$ cat config.mk
export PLATFORM = sky130hd
export DESIGN_NAME = pcmf_mix_stage
export DESIGN_NICKNAME = d
export VERILOG_FILES = /design/src/rtl/core/pcmf_pkg.sv /design/src/rtl/core/pcmf_mix_stage.sv
export SDC_FILE = /design/constraint.sdc
export NUM_CORES = 1
export LEC_CHECK = 0
export BUFFER_PORTS_ARGS = -buffer_cell sky130_fd_sc_hd__buf_2
export CAP_MARGIN = 5
export CELL_PAD_IN_SITES_DETAIL_PLACEMENT = 1
export CELL_PAD_IN_SITES_GLOBAL_PLACEMENT = 1
export CORE_AREA = 2 2 137 139
export CTS_BUF_LIST = sky130_fd_sc_hd__clkbuf_16
export DETAILED_ROUTE_END_ITERATION = 8
export DIE_AREA = 0 0 139 141
export PLACE_DENSITY_LB_ADDON = 0.1
export SLEW_MARGIN = 20
export SYNTH_ARGS = -nofsm -noshare
export SYNTH_HDL_FRONTEND = slang
export SYNTH_SLANG_ARGS = --single-unit
$ cat constraint.sdc
create_clock -name i_clk -period 2.6 [get_ports i_clk]
set_input_delay 0.13 -clock i_clk [delete_from_list [all_inputs] [get_ports i_clk]]
set_output_delay 0.13 -clock i_clk [all_outputs]
set_load 0.02 [all_outputs]
$ cat src/rtl/core/pcmf_pkg.sv
// ----------------------------------------------------------------------------
// pcmf_pkg - shared types and functions of the permutation candidate filter
// Widths, the word carried along the cell chain, the elaboration-time
// factorial schedule and the GF(2^4) mix helpers.
// ----------------------------------------------------------------------------
package pcmf_pkg;

    localparam int IDX_W    = 37;
    localparam int WORD_W   = 16;
    localparam int NIB_W    = 4;
    localparam int DIG_W    = 4;
    localparam int MAX_FREE = 14;
    localparam int FREE_VALUES_DEF = 14;
    localparam longint IDX_MAX = (longint'(1) << IDX_W) - 1;

    localparam int CFG_IDX_W = 2;
    localparam logic [CFG_IDX_W-1:0] CFG_FIRST_WORD   = 2'd0;
    localparam logic [CFG_IDX_W-1:0] CFG_SECOND_WORD  = 2'd1;
    localparam logic [CFG_IDX_W-1:0] CFG_COMPARE_MASK = 2'd2;

    localparam logic [WORD_W-1:0] FIRST_WORD_RST   = 16'h0000;
    localparam logic [WORD_W-1:0] SECOND_WORD_RST  = 16'h0000;
    localparam logic [WORD_W-1:0] COMPARE_MASK_RST = 16'h0FFF;

    localparam logic [NIB_W-1:0] GF_POLY_LOW = 4'h3;

    typedef logic [MAX_FREE-1:0][DIG_W-1:0] t_digits;
    typedef logic [MAX_FREE-1:0][NIB_W-1:0] t_list;

    typedef struct packed {
        logic [IDX_W-1:0] index;
        logic [IDX_W-1:0] rest;
        t_digits          digits;
        logic             sat;
        t_list            list;
    } t_word;

    function automatic longint fact(input int n);
        longint r;
        r = 1;
        for (int i = 2; i <= n; i++) begin
            r = r * i;
        end
        return r;
    endfunction

    function automatic int nbits(input longint v);
        int b;
        b = 0;
        for (int i = 0; i < 63; i++) begin
            if ((v >> i) != 0) begin
                b = i + 1;
            end
        end
        return b;
    endfunction

    function automatic int top_steps(input int f);
        int n;
        n = 0;
        for (int s = 0; s <= IDX_W; s++) begin
            if (fact(f - 1) <= (IDX_MAX >> s)) begin
                n = s + 1;
            end
        end
        return n;
    endfunction

    function automatic int dig_steps(input int f, input int k);
        int n;
        if (k == f - 1) begin
            n = top_steps(f);
        end else begin
            n = nbits(longint'(k));
        end
        return n;
    endfunction

    function automatic int total_steps(input int f);
        int n;
        n = 0;
        for (int k = 0; k < f; k++) begin
            n = n + dig_steps(f, k);
        end
        return n;
    endfunction

    // digit handled by step j, walking digits from the top down
    function automatic int step_k(input int f, input int j);
        int c;
        int r;
        c = 0;
        r = 0;
        for (int k = f - 1; k >= 0; k--) begin
            for (int s = dig_steps(f, k) - 1; s >= 0; s--) begin
                if (c == j) begin
                    r = k;
                end
                c = c + 1;
            end
        end
        return r;
    endfunction

    function automatic int step_s(input int f, input int j);
        int c;
        int r;
        c = 0;
        r = 0;
        for (int k = f - 1; k >= 0; k--) begin
            for (int s = dig_steps(f, k) - 1; s >= 0; s--) begin
                if (c == j) begin
                    r = s;
                end
                c = c + 1;
            end
        end
        return r;
    endfunction

    function automatic logic [NIB_W-1:0] gf_dbl(input logic [NIB_W-1:0] v);
        return {v[NIB_W-2:0], 1'b0} ^ (v[NIB_W-1] ? GF_POLY_LOW : '0);
    endfunction

    // coefficient of row i, column j of the circulant (2,3,1,1)
    function automatic logic [NIB_W-1:0] gf_term(input int i, input int j,
                                                 input logic [NIB_W-1:0] v);
        logic [NIB_W-1:0] r;
        case ((j - i + 4) % 4)
            0:       r = gf_dbl(v);
            1:       r = gf_dbl(v) ^ v;
            default: r = v;
        endcase
        return r;
    endfunction

    function automatic logic [WORD_W-1:0] mix_word(input logic [WORD_W-1:0] w);
        logic [3:0][NIB_W-1:0] nib;
        logic [3:0][NIB_W-1:0] res;
        for (int i = 0; i < 4; i++) begin
            nib[i] = w[(3 - i) * NIB_W +: NIB_W];
        end
        for (int i = 0; i < 4; i++) begin
            res[3 - i] = '0;
            for (int j = 0; j < 4; j++) begin
                res[3 - i] = res[3 - i] ^ gf_term(i, j, nib[j]);
            end
        end
        return res;
    endfunction

endpackage

$ cat src/rtl/core/pcmf_mix_stage.sv
// ----------------------------------------------------------------------------
// pcmf_mix_stage - substitution, mix and masked compare
// Builds the nibble permutation from the list, substitutes both words,
// mixes them and registers the match flag with the index.
// ----------------------------------------------------------------------------
module pcmf_mix_stage
    import pcmf_pkg::*;
#(
    parameter int FREE_VALUES = FREE_VALUES_DEF
) (
    input  logic              i_clk,
    input  logic              i_rst_n,
    input  logic              i_en,
    input  logic              i_valid,
    input  t_word             i_word,
    input  logic [WORD_W-1:0] i_first_word,
    input  logic [WORD_W-1:0] i_second_word,
    input  logic [WORD_W-1:0] i_compare_mask,
    output logic              o_valid,
    output logic [IDX_W-1:0]  o_index,
    output logic              o_match
);

    logic [15:0][NIB_W-1:0] perm;
    logic [WORD_W-1:0]      sub_a;
    logic [WORD_W-1:0]      sub_b;
    logic [WORD_W-1:0]      diff;
    logic                   r_valid;
    logic [IDX_W-1:0]       r_index;
    logic                   r_match;

    always_comb begin
        for (int i = 0; i < 16; i++) begin
            perm[i] = NIB_W'(i);
        end
        for (int k = 0; k < FREE_VALUES; k++) begin
            perm[2 + k] = i_word.list[FREE_VALUES - 1 - k];
        end
        for (int i = 0; i < 4; i++) begin
            sub_a[i * NIB_W +: NIB_W] = perm[i_first_word[i * NIB_W +: NIB_W]];
            sub_b[i * NIB_W +: NIB_W] = perm[i_second_word[i * NIB_W +: NIB_W]];
        end
        diff = (mix_word(sub_a) ^ mix_word(sub_b)) & i_compare_mask;
    end

    always_ff @(posedge i_clk) begin
        if (!i_rst_n) begin
            r_valid <= 1'b0;
        end else if (i_en) begin
            r_valid <= i_valid;
        end
    end

    always_ff @(posedge i_clk) begin
        if (i_en) begin
            r_index <= i_word.index;
            r_match <= (diff == '0);
        end
    end

    assign o_valid = r_valid;
    assign o_index = r_index;
    assign o_match = r_match;

endmodule

Yosys cells after proc, flatten, opt, wreduce, memory -nomap -nowiden
Cells that the tools add are included.
{"block": "word_totals", "register_bits": 39, "latchBits": 0, "ram_bits": 0, "mem_bits_ro": 0, "input_bits": 239, "output_inout_bits": 39, "word_cells": 78, "mem_count": 0}
{"block": "op_classes", "n_addsub": 0, "multipliers": 0, "n_div": 0, "magnitude_cmp": 8, "n_eq_ne": 0, "shift": 0, "n_mux": 24, "n_bitwise": 42, "reduce_logical": 1}
{"cell": "XOR 4 bit", "n": 33}
{"cell": "binary-select mux 4 bit (select 4 bit)", "n": 8}
{"cell": "< comparator 4 x 5 -> 1 bit, second input constant", "n": 8}
{"cell": "2-to-1 mux 4 bit", "n": 8}
{"cell": "XOR 4 x 2 -> 4 bit", "n": 7}
{"cell": "bitwise AND 16 bit", "n": 1}
{"cell": "zero test 16 bit", "n": 1}
{"cell": "2-to-1 mux 2 bit", "n": 8}
{"cell": "XOR 16 bit", "n": 1}

Longest topological paths before layout
Gate-level depths: netlist of the first run.
{"block": "depth", "word_depth": 11, "depth_mapped": 12, "mapped_depth_nobuf": 10}

Worst setup path after synthesis of the first run
OpenSTA, ideal clock, no wires.
{"block": "synth_timing", "path_kind": "input -> register", "start": "in i_second_word[0]", "end": "reg r_match (netlist: o_match) (data pin)", "setup_ns": 0.150, "t_arrival_ns": 2.521, "required_time_ns": 2.450, "slack_ns": -0.071, "path_stages": 12, "path_buffers": 2, "path_cell_list": "buf_4 buf_6 mux4_2 nand2_1 nand2_1 a21oi_1 xor2_1 xnor2_1 xnor3_1 a22oi_1 nand4_1 nor3_2"}
{"block": "synth_via", "elab_chain_len": 9, "word_cells_on_any_way": 12, "classes_between": "3 x mux; 8 x bitwise; 1 x reduce/logical"}
{"item": "start: declaration", "line": "pcmf_mix_stage.sv:17", "source": "input logic [WORD_W-1:0] i_second_word,"}
{"item": "binary-select mux 4 bit (select 4 bit) (*)", "line": "pcmf_mix_stage.sv:41", "source": "sub_b[i * NIB_W +: NIB_W] = perm[i_second_word[i * NIB_W +: NIB_W]];"}
{"item": "2-to-1 mux 4 bit (not written as such) (*)", "line": "pcmf_mix_stage.sv:41"}
{"item": "2-to-1 mux 2 bit", "line": "pcmf_pkg.sv:122", "source": "return {v[NIB_W-2:0], 1'b0} ^ (v[NIB_W-1] ? GF_POLY_LOW : '0);"}
{"item": "XOR 4 bit", "line": "pcmf_pkg.sv:122"}
{"item": "XOR 4 bit", "line": "pcmf_pkg.sv:131", "source": "1: r = gf_dbl(v) ^ v;"}
{"item": "XOR 4 bit", "line": "pcmf_pkg.sv:146", "source": "res[3 - i] = res[3 - i] ^ gf_term(i, j, nib[j]);"}
{"item": "XOR 16 bit (*)", "line": "pcmf_mix_stage.sv:43", "source": "diff = (mix_word(sub_a) ^ mix_word(sub_b)) & i_compare_mask;"}
{"item": "bitwise AND 16 bit (*)", "line": "pcmf_mix_stage.sv:43"}
{"item": "zero test 16 bit (*)", "line": "pcmf_mix_stage.sv:57", "source": "r_match <= (diff == '0);"}
{"item": "end signal: assignment", "line": "pcmf_mix_stage.sv:57"}
{"item": "end: declaration", "line": "pcmf_mix_stage.sv:30", "source": "logic r_match;"}
Every way passes the cells marked *; elsewhere a longest branch is shown, timed or not. The select of a mux whose other input is x is not followed.
A chain may end at the register's enable or synchronous reset.

Final worst setup path of the first run
{"block": "layout_timing", "start": "in i_first_word[13]", "end": "reg r_match (netlist: o_match) (data pin)"}
{"block": "layout_via", "elab_chain_len": 11, "word_cells_on_any_way": 20, "classes_between": "3 x mux; 16 x bitwise; 1 x reduce/logical"}
{"item": "start: declaration", "line": "pcmf_mix_stage.sv:16", "source": "input logic [WORD_W-1:0] i_first_word,"}
{"item": "binary-select mux 4 bit (select 4 bit) (*)", "line": "pcmf_mix_stage.sv:40", "source": "sub_a[i * NIB_W +: NIB_W] = perm[i_first_word[i * NIB_W +: NIB_W]];"}
{"item": "2-to-1 mux 4 bit (not written as such) (*)", "line": "pcmf_mix_stage.sv:40"}
{"item": "2-to-1 mux 2 bit", "line": "pcmf_pkg.sv:122"}
{"item": "XOR 4 x 2 -> 4 bit", "line": "pcmf_pkg.sv:122"}
{"item": "XOR 4 bit", "line": "pcmf_pkg.sv:131"}
{"item": "XOR 4 bit (3 in a row)", "line": "pcmf_pkg.sv:146"}
{"item": "XOR 16 bit (*)", "line": "pcmf_mix_stage.sv:43"}
{"item": "bitwise AND 16 bit (*)", "line": "pcmf_mix_stage.sv:43"}
{"item": "zero test 16 bit (*)", "line": "pcmf_mix_stage.sv:57"}
Marks and branches as above.

==> metrics.md, run 1 <==
| Metric | Value |
|---|---|
| Most frequent cells in the layout | buf_2, buf_4, mux4_2 |
| Tot GR Track Use | 23.50% |
| Multi-input combinational cell area | approximately 4600 µm² |
| Clock Sinks | 39 |
| Placed Area | 8088 µm² |
| Slew @ Worst Pin | 0.8726 ns |
| Ratio of cells with drive above 1 in the final layout | a little over three fifths |
| Worst path cell trace | buf_4, mux4_1, mux2_2, a21oi_2, xnor2_2, buf_4, xnor2_4, xnor3_1, xnor2_1, o211ai_1, nor3_2 |
| Sequential element share of the synthesized area | 19.23% |
| Die width | 139 µm |
| Mux share of post-synthesis cell area | 44.27% |
| Pwr Density | between 400 and 500 nW/µm² |
| CTS Buf Count | 5 |
| Crit path max-delay family | multiplexers |
| Fraction of registers with async set/reset | 0% |
| Max-Cap Viols | 0 |
| Fin crit share | 98.38% |
| Initial Utilization | 33.06% |
| Syn nets | 716 |
| RSZ-0062 raised after global routing | true |
| Post-synthesis cell type count | 60 |
| Clock skew | 0 ns |
| Pin count of the biggest net entering global routing | 40 |
| Xor/xnor share of the synthesized area | 12.39% |
| Avg Inst Size Synth | 12.66 µm² |
| Final wirelength | 23.57 mm |
| Min Tclk post-route | 2.558 ns |
| Count of flip-flops with a built-in enable after synthesis | 38 |
| Minimum hold slack | 0.02570 ns |
| Synth Cell Area | 6040 µm² |
| FMAX | approximately 390 MHz |
| GPL Wtd Cong | roughly 0.9 |
| Slowest cell on crit path | mux4_1 |
| Largest stage delay on the critical path | 0.57 ns |
| TritonCTS clock tree | done |
| Max-slew violations | 0 |
| Routed len/inst | 23.64 µm |
| DRC | 0 |
| Yosys reg bits | 39 |
| Post-DR vias/cell | 5.719 |
| Post-Synth Adder-Cell Area | 0% |
| Status | completed |
| Clk slew on worst S/H paths | about 0.06 ns |
| Final Util | 45.82% |
| Die H | 141 µm |
| Hpwl dp | 19.60 mm |
| Post-DRT Antenna Nets | 0 |
| Critical path class | input pin to flop |
| CTS H-tree depth | 2 |
| Top FF cell, synth | edfxtp_1 |
| Core area | ~18000 µm² |
| Post-Synth Simple-Gate Area | ~7.1% |
| Sequential Area | 1161 µm² |
| Overflow after GRT | 0 |
| Leak | approximately 3.5 nW |
| Nets | 1001 |
| Largest family of logic cells by synthesized area | multiplexers |
| TritonRoute pass-1 iters | 4 |
| Die area | 19600 µm² |
| Worst Path Max Fanout | 6 |
| Clock tree buffer depth | 2 |
| Worst-Skew Late Latency | 0.27 ns |
| Vias in the first global route | 6217 |
| Setup violations, final | 0 |
| CP Capture Type | flop |
| Critical Path Start Type | input pin |
| ANT cells | 0 |
| Number of fill cells | 2031 |
| Antenna violations before repair | 0 |
| Root Buffer | clkbuf_16 |
| DR iter-0 viols | 185 |
| Commonest non-fill, non-tap cell in the layout | buf_2 |
| Most common cell type on the critical path | buf_4 |
| Fin worst setup slack | ~0.042 ns |
| CP bufs+invs | 2 |
| Mapped Cells | 477 |
| DR vias | 5702 |
| Hold Fails Final Rpt | 0 |
| Slew headroom | about two fifths |
| First-pass GRT wire length | 35.87 mm |
| Worst EP arrival | 2.58 ns |
| CP Data Required Time | roughly 2.6 ns |
| Synth Area in Compound Gates | between 10% and 20% |
| Placement Setup Slack | -0.4695 ns |
| Site Rows | 50 |
| Post-route cell area | about 8400 µm² |
| Hold crit path type | input pin to flop |
| Max VDD drop | around 320 µV |
| Synth-to-Final Area Change | 38.57% |
| Postcts setup bufs | 0 |
| I/O pins | 278 |
| IO buf count | about 180 |
| Number of synthesis warnings | 0 |
==> registers in the layout (all words and copies together) (netlist names) <==
signal / flops
o_index: 37
o_valid: 1
o_match: 1
==> synthesized netlist by cell type (7+ instances only) <==
| library cell | count | area (µm²) |
|---|---|---|
| mux2_2 | 31 | 349.1 |
| buf_2 | 13 | 65.06 |
| nor2_1 | 8 | 30.03 |
| edfxtp_1 | 38 | 1141 |
| nor3b_1 | 7 | 52.55 |
| xnor2_1 | 29 | 254.0 |
| nand2_1 | 26 | 97.59 |
| mux4_2 | 78 | 1757 |
| a22oi_1 | 8 | 60.06 |
| mux2i_1 | 31 | 310.3 |
| a31oi_1 | 7 | 43.79 |
| a221oi_1 | 11 | 96.34 |
| buf_6 | 12 | 135.1 |
| nor2b_1 | 11 | 68.82 |
| xor2_1 | 16 | 140.1 |
| a21oi_1 | 18 | 90.09 |
| clkbuf_1 | 13 | 48.80 |
| mux4_1 | 7 | 183.9 |
| inv_1 | 9 | 33.78 |
| o22ai_1 | 10 | 62.56 |
==> metrics by stage <==
stage	std cells	power (W)	setup TNS, ns
final	997	0.004074	0
after global routing	997	0.004319	-0.09213
after CTS	997	0.004100	0
after detailed placement	989	0.003332	-0.4695
after global placement	989	0.003262	-0.3761
after floorplan	477	0.002395	0
==> cells by family (layout without fill, tap and decap cells) <==
family          count (synthesis)  after routing
flops                          39             39
compound gates                 92             92
mux                           153            153
simple gates                   77             77
xor+xnor                       63             63
buf+inv                        53            339
==> metal layers <==
metal | global-route usage [%] | routed length [µm]
met4 | 5.848 | 531
met2 | 43.06 | 12200
met5 | 0 | 0
met3 | 2.004 | 1135
met1 | 30.08 | 9706
==> what timing repair did <==
action | in CTS | in global routing
pin swaps | 2 | 1
hold buffers | 0 | 0
gates resized for setup | 16 | 7
setup endpoints to repair | 1 | 1
==> cell type report <==
| cell class | count | area share (%) |
|---|---|---|
| Clock inverter | 3 | 0.5531 |
| Tap cell | 234 | 3.498 |
| Sequential cell | 39 | 13.87 |
| Clock buffer | 5 | 1.495 |
| Timing Repair Buffer | 322 | 24.86 |
| Multi-Input combinational cell | 385 | 55.31 |
| Inverter | 9 | 0.4036 |
==> report_power, final <==
group | internal, W | leakage (nW) | switching, W
Combinational | 0.00139 | 3.07 | 0.00123
Sequential | 0.000746 | 0.380 | 0.0000109
Clock | 0.000456 | 0.0804 | 0.000241
Total | 0.00259 | 3.53 | 0.00148
==> path summary, 6_finish.rpt <==
path,depth (start not counted),end,slack (ns),startpoint
max reg2reg,2,o_valid$_SDFFE_PN0P_,2.01,o_valid$_SDFFE_PN0P_
min,1,o_index[19]$_DFFE_PP_,0.03,i_word[169]
min reg2reg,2,o_valid$_SDFFE_PN0P_,0.52,o_valid$_SDFFE_PN0P_
max,11,o_match$_DFFE_PP_,0.04,i_first_word[13]
(Power assumes the default switching activity.)
==> run 2: changes to the inputs <==
- ABC_AREA: default -> 1
- CORE_AREA: 2 2 137 139 -> 2 2 169 171
- DIE_AREA: 0 0 139 141 -> 0 0 171 173
==> metrics.md, run 2 <==
| Metric | Value |
|---|---|
| Status | completed |
| Synth Cell Area | 8472 µm² |
| Setup violations, final | 0 |
| Overflow after GRT | 0 |
| Number of fill cells | 4047 |
| Top post-synthesis cells by area | nand2_1, nand3_1, edfxtp_1 |
| Clock tree buffer depth | 2 |
| First-pass GRT wire length | around 67 mm |
| Slew headroom | approximately two fifths |
| Sequential Area | 1161 µm² |
| Worst Path Max Fanout | 6 |
| Yosys reg bits | 39 |
| Commonest non-fill, non-tap cell in the layout | nand2_1 |
| Fraction of registers with async set/reset | 0% |
| Pin count of the biggest net entering global routing | 41 |
| CP bufs+invs | 4 |
| Tot GR Track Use | 29.00% |
| Pwr Density | 390.0 nW/µm² |
| P_int | 0.002034 W |
| Capturing point of the worst reg2reg path | o_valid$_SDFFE_PN0P_ |
| Most common library cells after synthesis | nand2_1, nand3_1, inv_1, o211ai_1, nand2_2 |
| Max VDD drop | approximately 300 µV |
| Hold Buf Count CTS | 0 |
| Core area | 27630 µm² |
| Clock power frac | 14.0% |
| Crit path max-delay family | simple AND/OR/NAND/NOR gates |
| Worst EP arrival | 2.40 ns |
| Hold crit path type | input pin to flop |
| IO buf count | approximately 180 |
| Logic gate share of total power | 67.7% |
| Postcts setup bufs | 0 |
| Critical path class | input pin to flop |
| Slowest cell on crit path | inv_1 |
| Hold path depth | 1 |
| Post-synth top area cell | nand2_1 |
| Critical path depth | 21 |
| Worst-Skew Late Latency | 0.27 ns |
| Share of the synthesized area in the top cell type | 39.12% |
| Syn nets | 1886 |
| CTS Buf Count | 5 |
| Net Sw Power | 0.002098 W |
| TritonRoute pass-1 iters | 5 |
| Post-DR vias/cell | 5.236 |
| Final wirelength | 43.44 mm |
| Initial Utilization | between 30% and 40% |
| Multi-input combinational cell area | around 6200 µm² |
| Hold Fails Final Rpt | 0 |
| Most common cell type on the critical path | nand2_1 |
| DR iter-0 viols | 857 |
| Root Buffer | clkbuf_16 |
| Worst r2r src | o_valid$_SDFFE_PN0P_ |
| CP Capture Type | flop |
| Worst path cell trace | buf_2, inv_1, nor2_1, nor2_1, nor2_1, nand2_1, nand2_1, inv_1, nand2_1, nand2_2, buf_4, nand2_1, nand2_1, nand2_1, nand2_1, nand2_1, nand3_1, nand2_1, nor2_1, nand2_1, nor2_1 |
| Post-synthesis cell type count | 29 |
| Max reg flops | 37 |
| Antenna violations before repair | 1 |
| Routed len/inst | 19.23 µm |
| Fin cells | ~2300 |
| Site Rows | 61 |
| Worst reg2reg path depth | 2 |
| RSZ-0062 raised after global routing | false |
| Largest stage delay on the critical path | 0.40 ns |
| Crit path launch | i_word[20] |
| Cell with the most instances after synthesis | nand2_1 |
| Critical Path Start Type | input pin |
| Max-slew violations | 0 |
| Setup TNS | 0 ns |
| Number of synthesis warnings | 0 |
| Top FF cell, synth | edfxtp_1 |
| Most frequent cells in the layout | nand2_1, nand3_1, buf_2 |
| Worst Hold Launch | i_word[178] |
| Post-route cell area | 10590 µm² |
| Fin crit share | between 80% and 90% |
| Placed Area | 10450 µm² |
| Slew @ Worst Pin | 0.8715 ns |
| Crit path capture | o_match$_DFFE_PP_ |
| GPL Wtd Cong | slightly above 0.9 |
| DR vias | 11830 |
| Die width | 171 µm |
| Die area | 29580 µm² |
| FMAX | 439.4 MHz |
| Sequential cell fraction of total power | 18.3% |
| CP Data Required Time | between 2 and 3 ns |
| Synth-to-Final Area Change | 25.05% |
| CTS H-tree depth | 2 |
| Max-Cap Viols | 0 |
| I/O pins | 278 |
| Mapped Cells | 1647 |
| Ratio of cells with drive above 1 in the final layout | a little over a fifth |
| Count of flip-flops with a built-in enable after synthesis | 38 |
| Sequential element share of the synthesized area | 13.71% |
| Avg Inst Size Synth | ~5 µm² |
| FF-to-FF setup slack | 1.91 ns |
| Vias in the first global route | roughly 12000 |
| Switch share | 50.77% |
| Clock skew | 0 ns |
| Clock Sinks | 39 |
| Placed Cells incl. Taps | 2250 |
| TritonCTS clock tree | done |
| Hpwl dp | 34.96 mm |
| Min Tclk post-route | 2.276 ns |
| Post-DRT Antenna Nets | 0 |
| Leak | roughly 6 nW |
| DRC | 0 |
| Resize count post-CTS | 0 |
| Clk slew on worst S/H paths | 0.06 ns |
| Nets | about 2100 |
| Die H | 173 µm |
## run 2: worst min-delay path by stage
stage	to
final	o_index[28]$_DFFE_PP_
after global routing	o_index[0]$_DFFE_PP_
after CTS	o_index[28]$_DFFE_PP_
after detailed placement	o_index[35]$_DFFE_PP_
after global placement	o_index[25]$_DFFE_PP_
after floorplan	o_valid$_SDFFE_PN0P_
## run 2: stage by stage
step                      util [%]  hold WS [ns]  worst slack (ns)  total power [W]
after global routing         38.34       0.02065           0.08859         0.004501
after detailed placement     37.82        0.3084           0.08204         0.003545
after floorplan                  -        0.2235            0.7505         0.002529
final                        38.34       0.02612            0.3244         0.004132
after global placement       37.82        0.3069            0.1129         0.003472
after CTS                    38.33       0.02492            0.3554         0.004132
## run 2: metal layers
layer | vias up | GRT usage (%) | routed length [µm]
li1 | 5728 | - | -
met2 | 427 | 49.33 | 20470
met3 | 79 | 2.174 | 2627
met1 | 5595 | 38.96 | 18790
met5 | - | 0 | 0
met4 | 0 | 8.651 | 1555
## run 2: power by group through the flow
| stage | clock network, W | registers [W] | logic, W |
|---|---|---|---|
| final | 0.000578 | 0.000755 | 0.00280 |
| after global routing | 0.000622 | 0.000762 | 0.00312 |
| after CTS | 0.000589 | 0.000756 | 0.00279 |
| after detailed placement | 0 | 0.000769 | 0.00278 |
| after global placement | 0 | 0.000766 | 0.00271 |
| after floorplan | 0 | 0.000836 | 0.00169 |
## run 2: final cells by class
type	instances	share of cell area, %
Multi-Input combinational cell	1387	58.49
Antenna cell	1	0.02362
Tap cell	378	4.464
Timing Repair Buffer	296	19.25
Clock buffer	5	1.181
Clock inverter	3	0.1535
Sequential cell	39	10.96
Inverter	150	5.480
## run 2: cell families after synthesis
kind of cell / after synthesis / share of synthesized area, %
AND/OR/NAND/NOR: 1291 / 65.12
buffers and inverters: 221 / 13.16
AO/OA/AOI/OAI: 83 / 6.675
flip-flops: 39 / 13.71
XOR/XNOR: 13 / 1.344
==> run 3: changes to the inputs <==
- REMOVE_ABC_BUFFERS: default -> 1
- SLEW_MARGIN: 20 -> 30
==> metrics.md, run 3 (synthesized netlist as in run 2, its figures left out) <==
| Metric | Value |
|---|---|
| Nets | 2076 |
| Hold Fails Final Rpt | 0 |
| Hpwl dp | 34.25 mm |
| RSZ-0062 raised after global routing | false |
| TritonRoute pass-1 iters | 6 |
| Capturing point of the worst reg2reg path | o_valid$_SDFFE_PN0P_ |
| Max reg flops | 37 |
| Post-DR vias/cell | 5.309 |
| CP Data Required Time | 2.75 ns |
| Site Rows | just over 60 |
| Routed len/inst | 19.90 µm |
| Hold Path Sink | o_index[11]$_DFFE_PP_ |
| Tot GR Track Use | between 20 and 30% |
| Vias in the first global route | roughly 11000 |
| Placement Setup Slack | between 0.07 and 0.08 ns |
| Clock skew | 0 ns |
| Status | completed |
| Pwr Density | 403.8 nW/µm² |
| Worst Path Max Fanout | 14 |
| Leak | 5.749 nW |
| Number of fill cells | 3976 |
| Clock Sinks | 39 |
| Worst-Skew Late Latency | about 0.28 ns |
| Core area | about 28000 µm² |
| Met3 Wirelength | 3.098 mm |
| Die width | 171 µm |
| Ratio of cells with drive above 1 in the final layout | 19.97% |
| DR iter-0 viols | 1175 |
| Fin crit share | between 80% and 90% |
| CTS Buf Count | 5 |
| Critical Path Start Type | input pin |
| ANT cells | 0 |
| Worst Hold Launch | i_word[161] |
| FF-to-FF setup slack | 1.91 ns |
| Resize count post-CTS | 0 |
| Fin worst setup slack | 0.3328 ns |
| IO buf count | 183 |
| Commonest non-fill, non-tap cell in the layout | nand2_1 |
| Die area | a little under 30000 µm² |
| Top Layer Used | met4 |
| Slew headroom | slightly below 40% |
| Hold crit path type | input pin to flop |
| Most frequent cells in the layout | nand2_1, nand3_1, buf_2 |
| Placed Cells incl. Taps | 2208 |
| CTS H-tree depth | 2 |
| Setup TNS | 0 ns |
| Max-slew violations | 0 |
| Setup violations, final | 0 |
| Fin cells | 2216 |
| Met1 Wirelength | between 20 and 25 mm |
| Slew @ Worst Pin | 0.9095 ns |
| Initial Utilization | ~31% |
| Die H | 173 µm |
| Postcts setup bufs | 0 |
| Largest stage delay on the critical path | 0.28 ns |
| Root Buffer | clkbuf_16 |
| Slowest cell on crit path | nor2_1 |
| Overflow after GRT | 0 |
| Synth-to-Final Area Change | 20.41% |
| TritonCTS clock tree | done |
| DR vias | 11770 |
| DRC | 0 |
| Post-DRT Antenna Nets | 0 |
| Worst EP arrival | between 2 and 2.5 ns |
| Antenna violations before repair | 0 |
| Min Tclk post-route | 2.267 ns |
| First-pass GRT wire length | 66.34 mm |
| Critical path class | input pin to flop |
| Pin count of the biggest net entering global routing | 41 |
| Final wirelength | 44.09 mm |
| GPL Wtd Cong | 0.9445 |
| Routed met2 length | 19.74 mm |
| FMAX | 441.1 MHz |
| Max-Cap Viols | 0 |
| Max VDD drop | 239.8 µV |
| Hold Buf Count CTS | 0 |
| Most common cell type on the critical path | nand2_1 |
| Clk slew on worst S/H paths | ~0.06 ns |
| Clock tree buffer depth | 2 |
| CP Capture Type | flop |
| I/O pins | 278 |
| Worst r2r src | o_valid$_SDFFE_PN0P_ |
| Worst path cell trace | buf_2, inv_4, nor2_4, nand2_1, nand2_1, nand2_1, nand3_1, nand2_1, inv_1, nand2_1, nand2_2, nand2_1, nand2_1, nor2_1, nor2_1, nand2_1, nand3_1, nand2_1, nor2_1, nand2_1, nor2_1 |
| Worst reg2reg path depth | 2 |
| Minimum hold slack | 0.01549 ns |
| Hold path depth | 1 |
==> run 3: cell count changes in the layout (fill, tap and decap cells not counted) <==
cell / before / now
diode_2: 1 / 0
buf_4: 91 / 55
buf_12: 22 / 16
==> run 3: how the worst max path moves through the flow <==
stage                          start                 to  depth (start not counted)
floorplan                 i_word[37]  o_match$_DFFE_PP_                         22
global placement    i_first_word[12]  o_match$_DFFE_PP_                         21
detailed placement  i_first_word[13]  o_match$_DFFE_PP_                         21
CTS                  i_first_word[5]  o_match$_DFFE_PP_                         22
global route        i_first_word[13]  o_match$_DFFE_PP_                         23
finish              i_first_word[13]  o_match$_DFFE_PP_                         21
==> run 3: routing by layer <==
| layer | up-vias | GRT usage, % |
|---|---|---|
| met5 | - | 0 |
| met4 | 0 | 7.486 |
| met3 | 72 | 3.708 |
| met2 | 461 | 47.35 |
| met1 | 5598 | 41.30 |
| li1 | 5634 | - |
==> run 3: worst max-delay path: cells and delay by family <==
kind / cells / cell delay, ns
simple gates: 18 / 1.77
buf+inv: 3 / 0.50
==> run 3: per-stage QoR <==
stage / total power, W / util [%] / area [µm²]
2_1_floorplan: 0.002375 / - / 7938
3_3_place_gp: 0.003416 / 36.41 / 10060
3_5_place_dp: 0.003499 / 36.41 / 10060
4_1_cts: 0.004110 / 36.92 / 10200
5_1_grt: 0.004480 / 36.92 / 10200
6_report: 0.004119 / 36.92 / 10200
==> run 3: layout make-up <==
type / count / area, µm² / area share (%)
Sequential cell: 39 / 1161 / 11.38
Timing Repair Buffer: 254 / 1649 / 16.17
Clock buffer: 5 / 125.1 / 1.227
Multi-Input combinational cell: 1387 / 6196 / 60.74
Inverter: 150 / 580.6 / 5.691
Tap cell: 378 / 473.0 / 4.636
Clock inverter: 3 / 16.27 / 0.1595
==> run 3: power by group <==
| part | internal, W | switching, W |
|---|---|---|
| combinational | 0.000877 | 0.00189 |
| clock | 0.000350 | 0.000249 |
| sequential | 0.000745 | 0.00000981 |
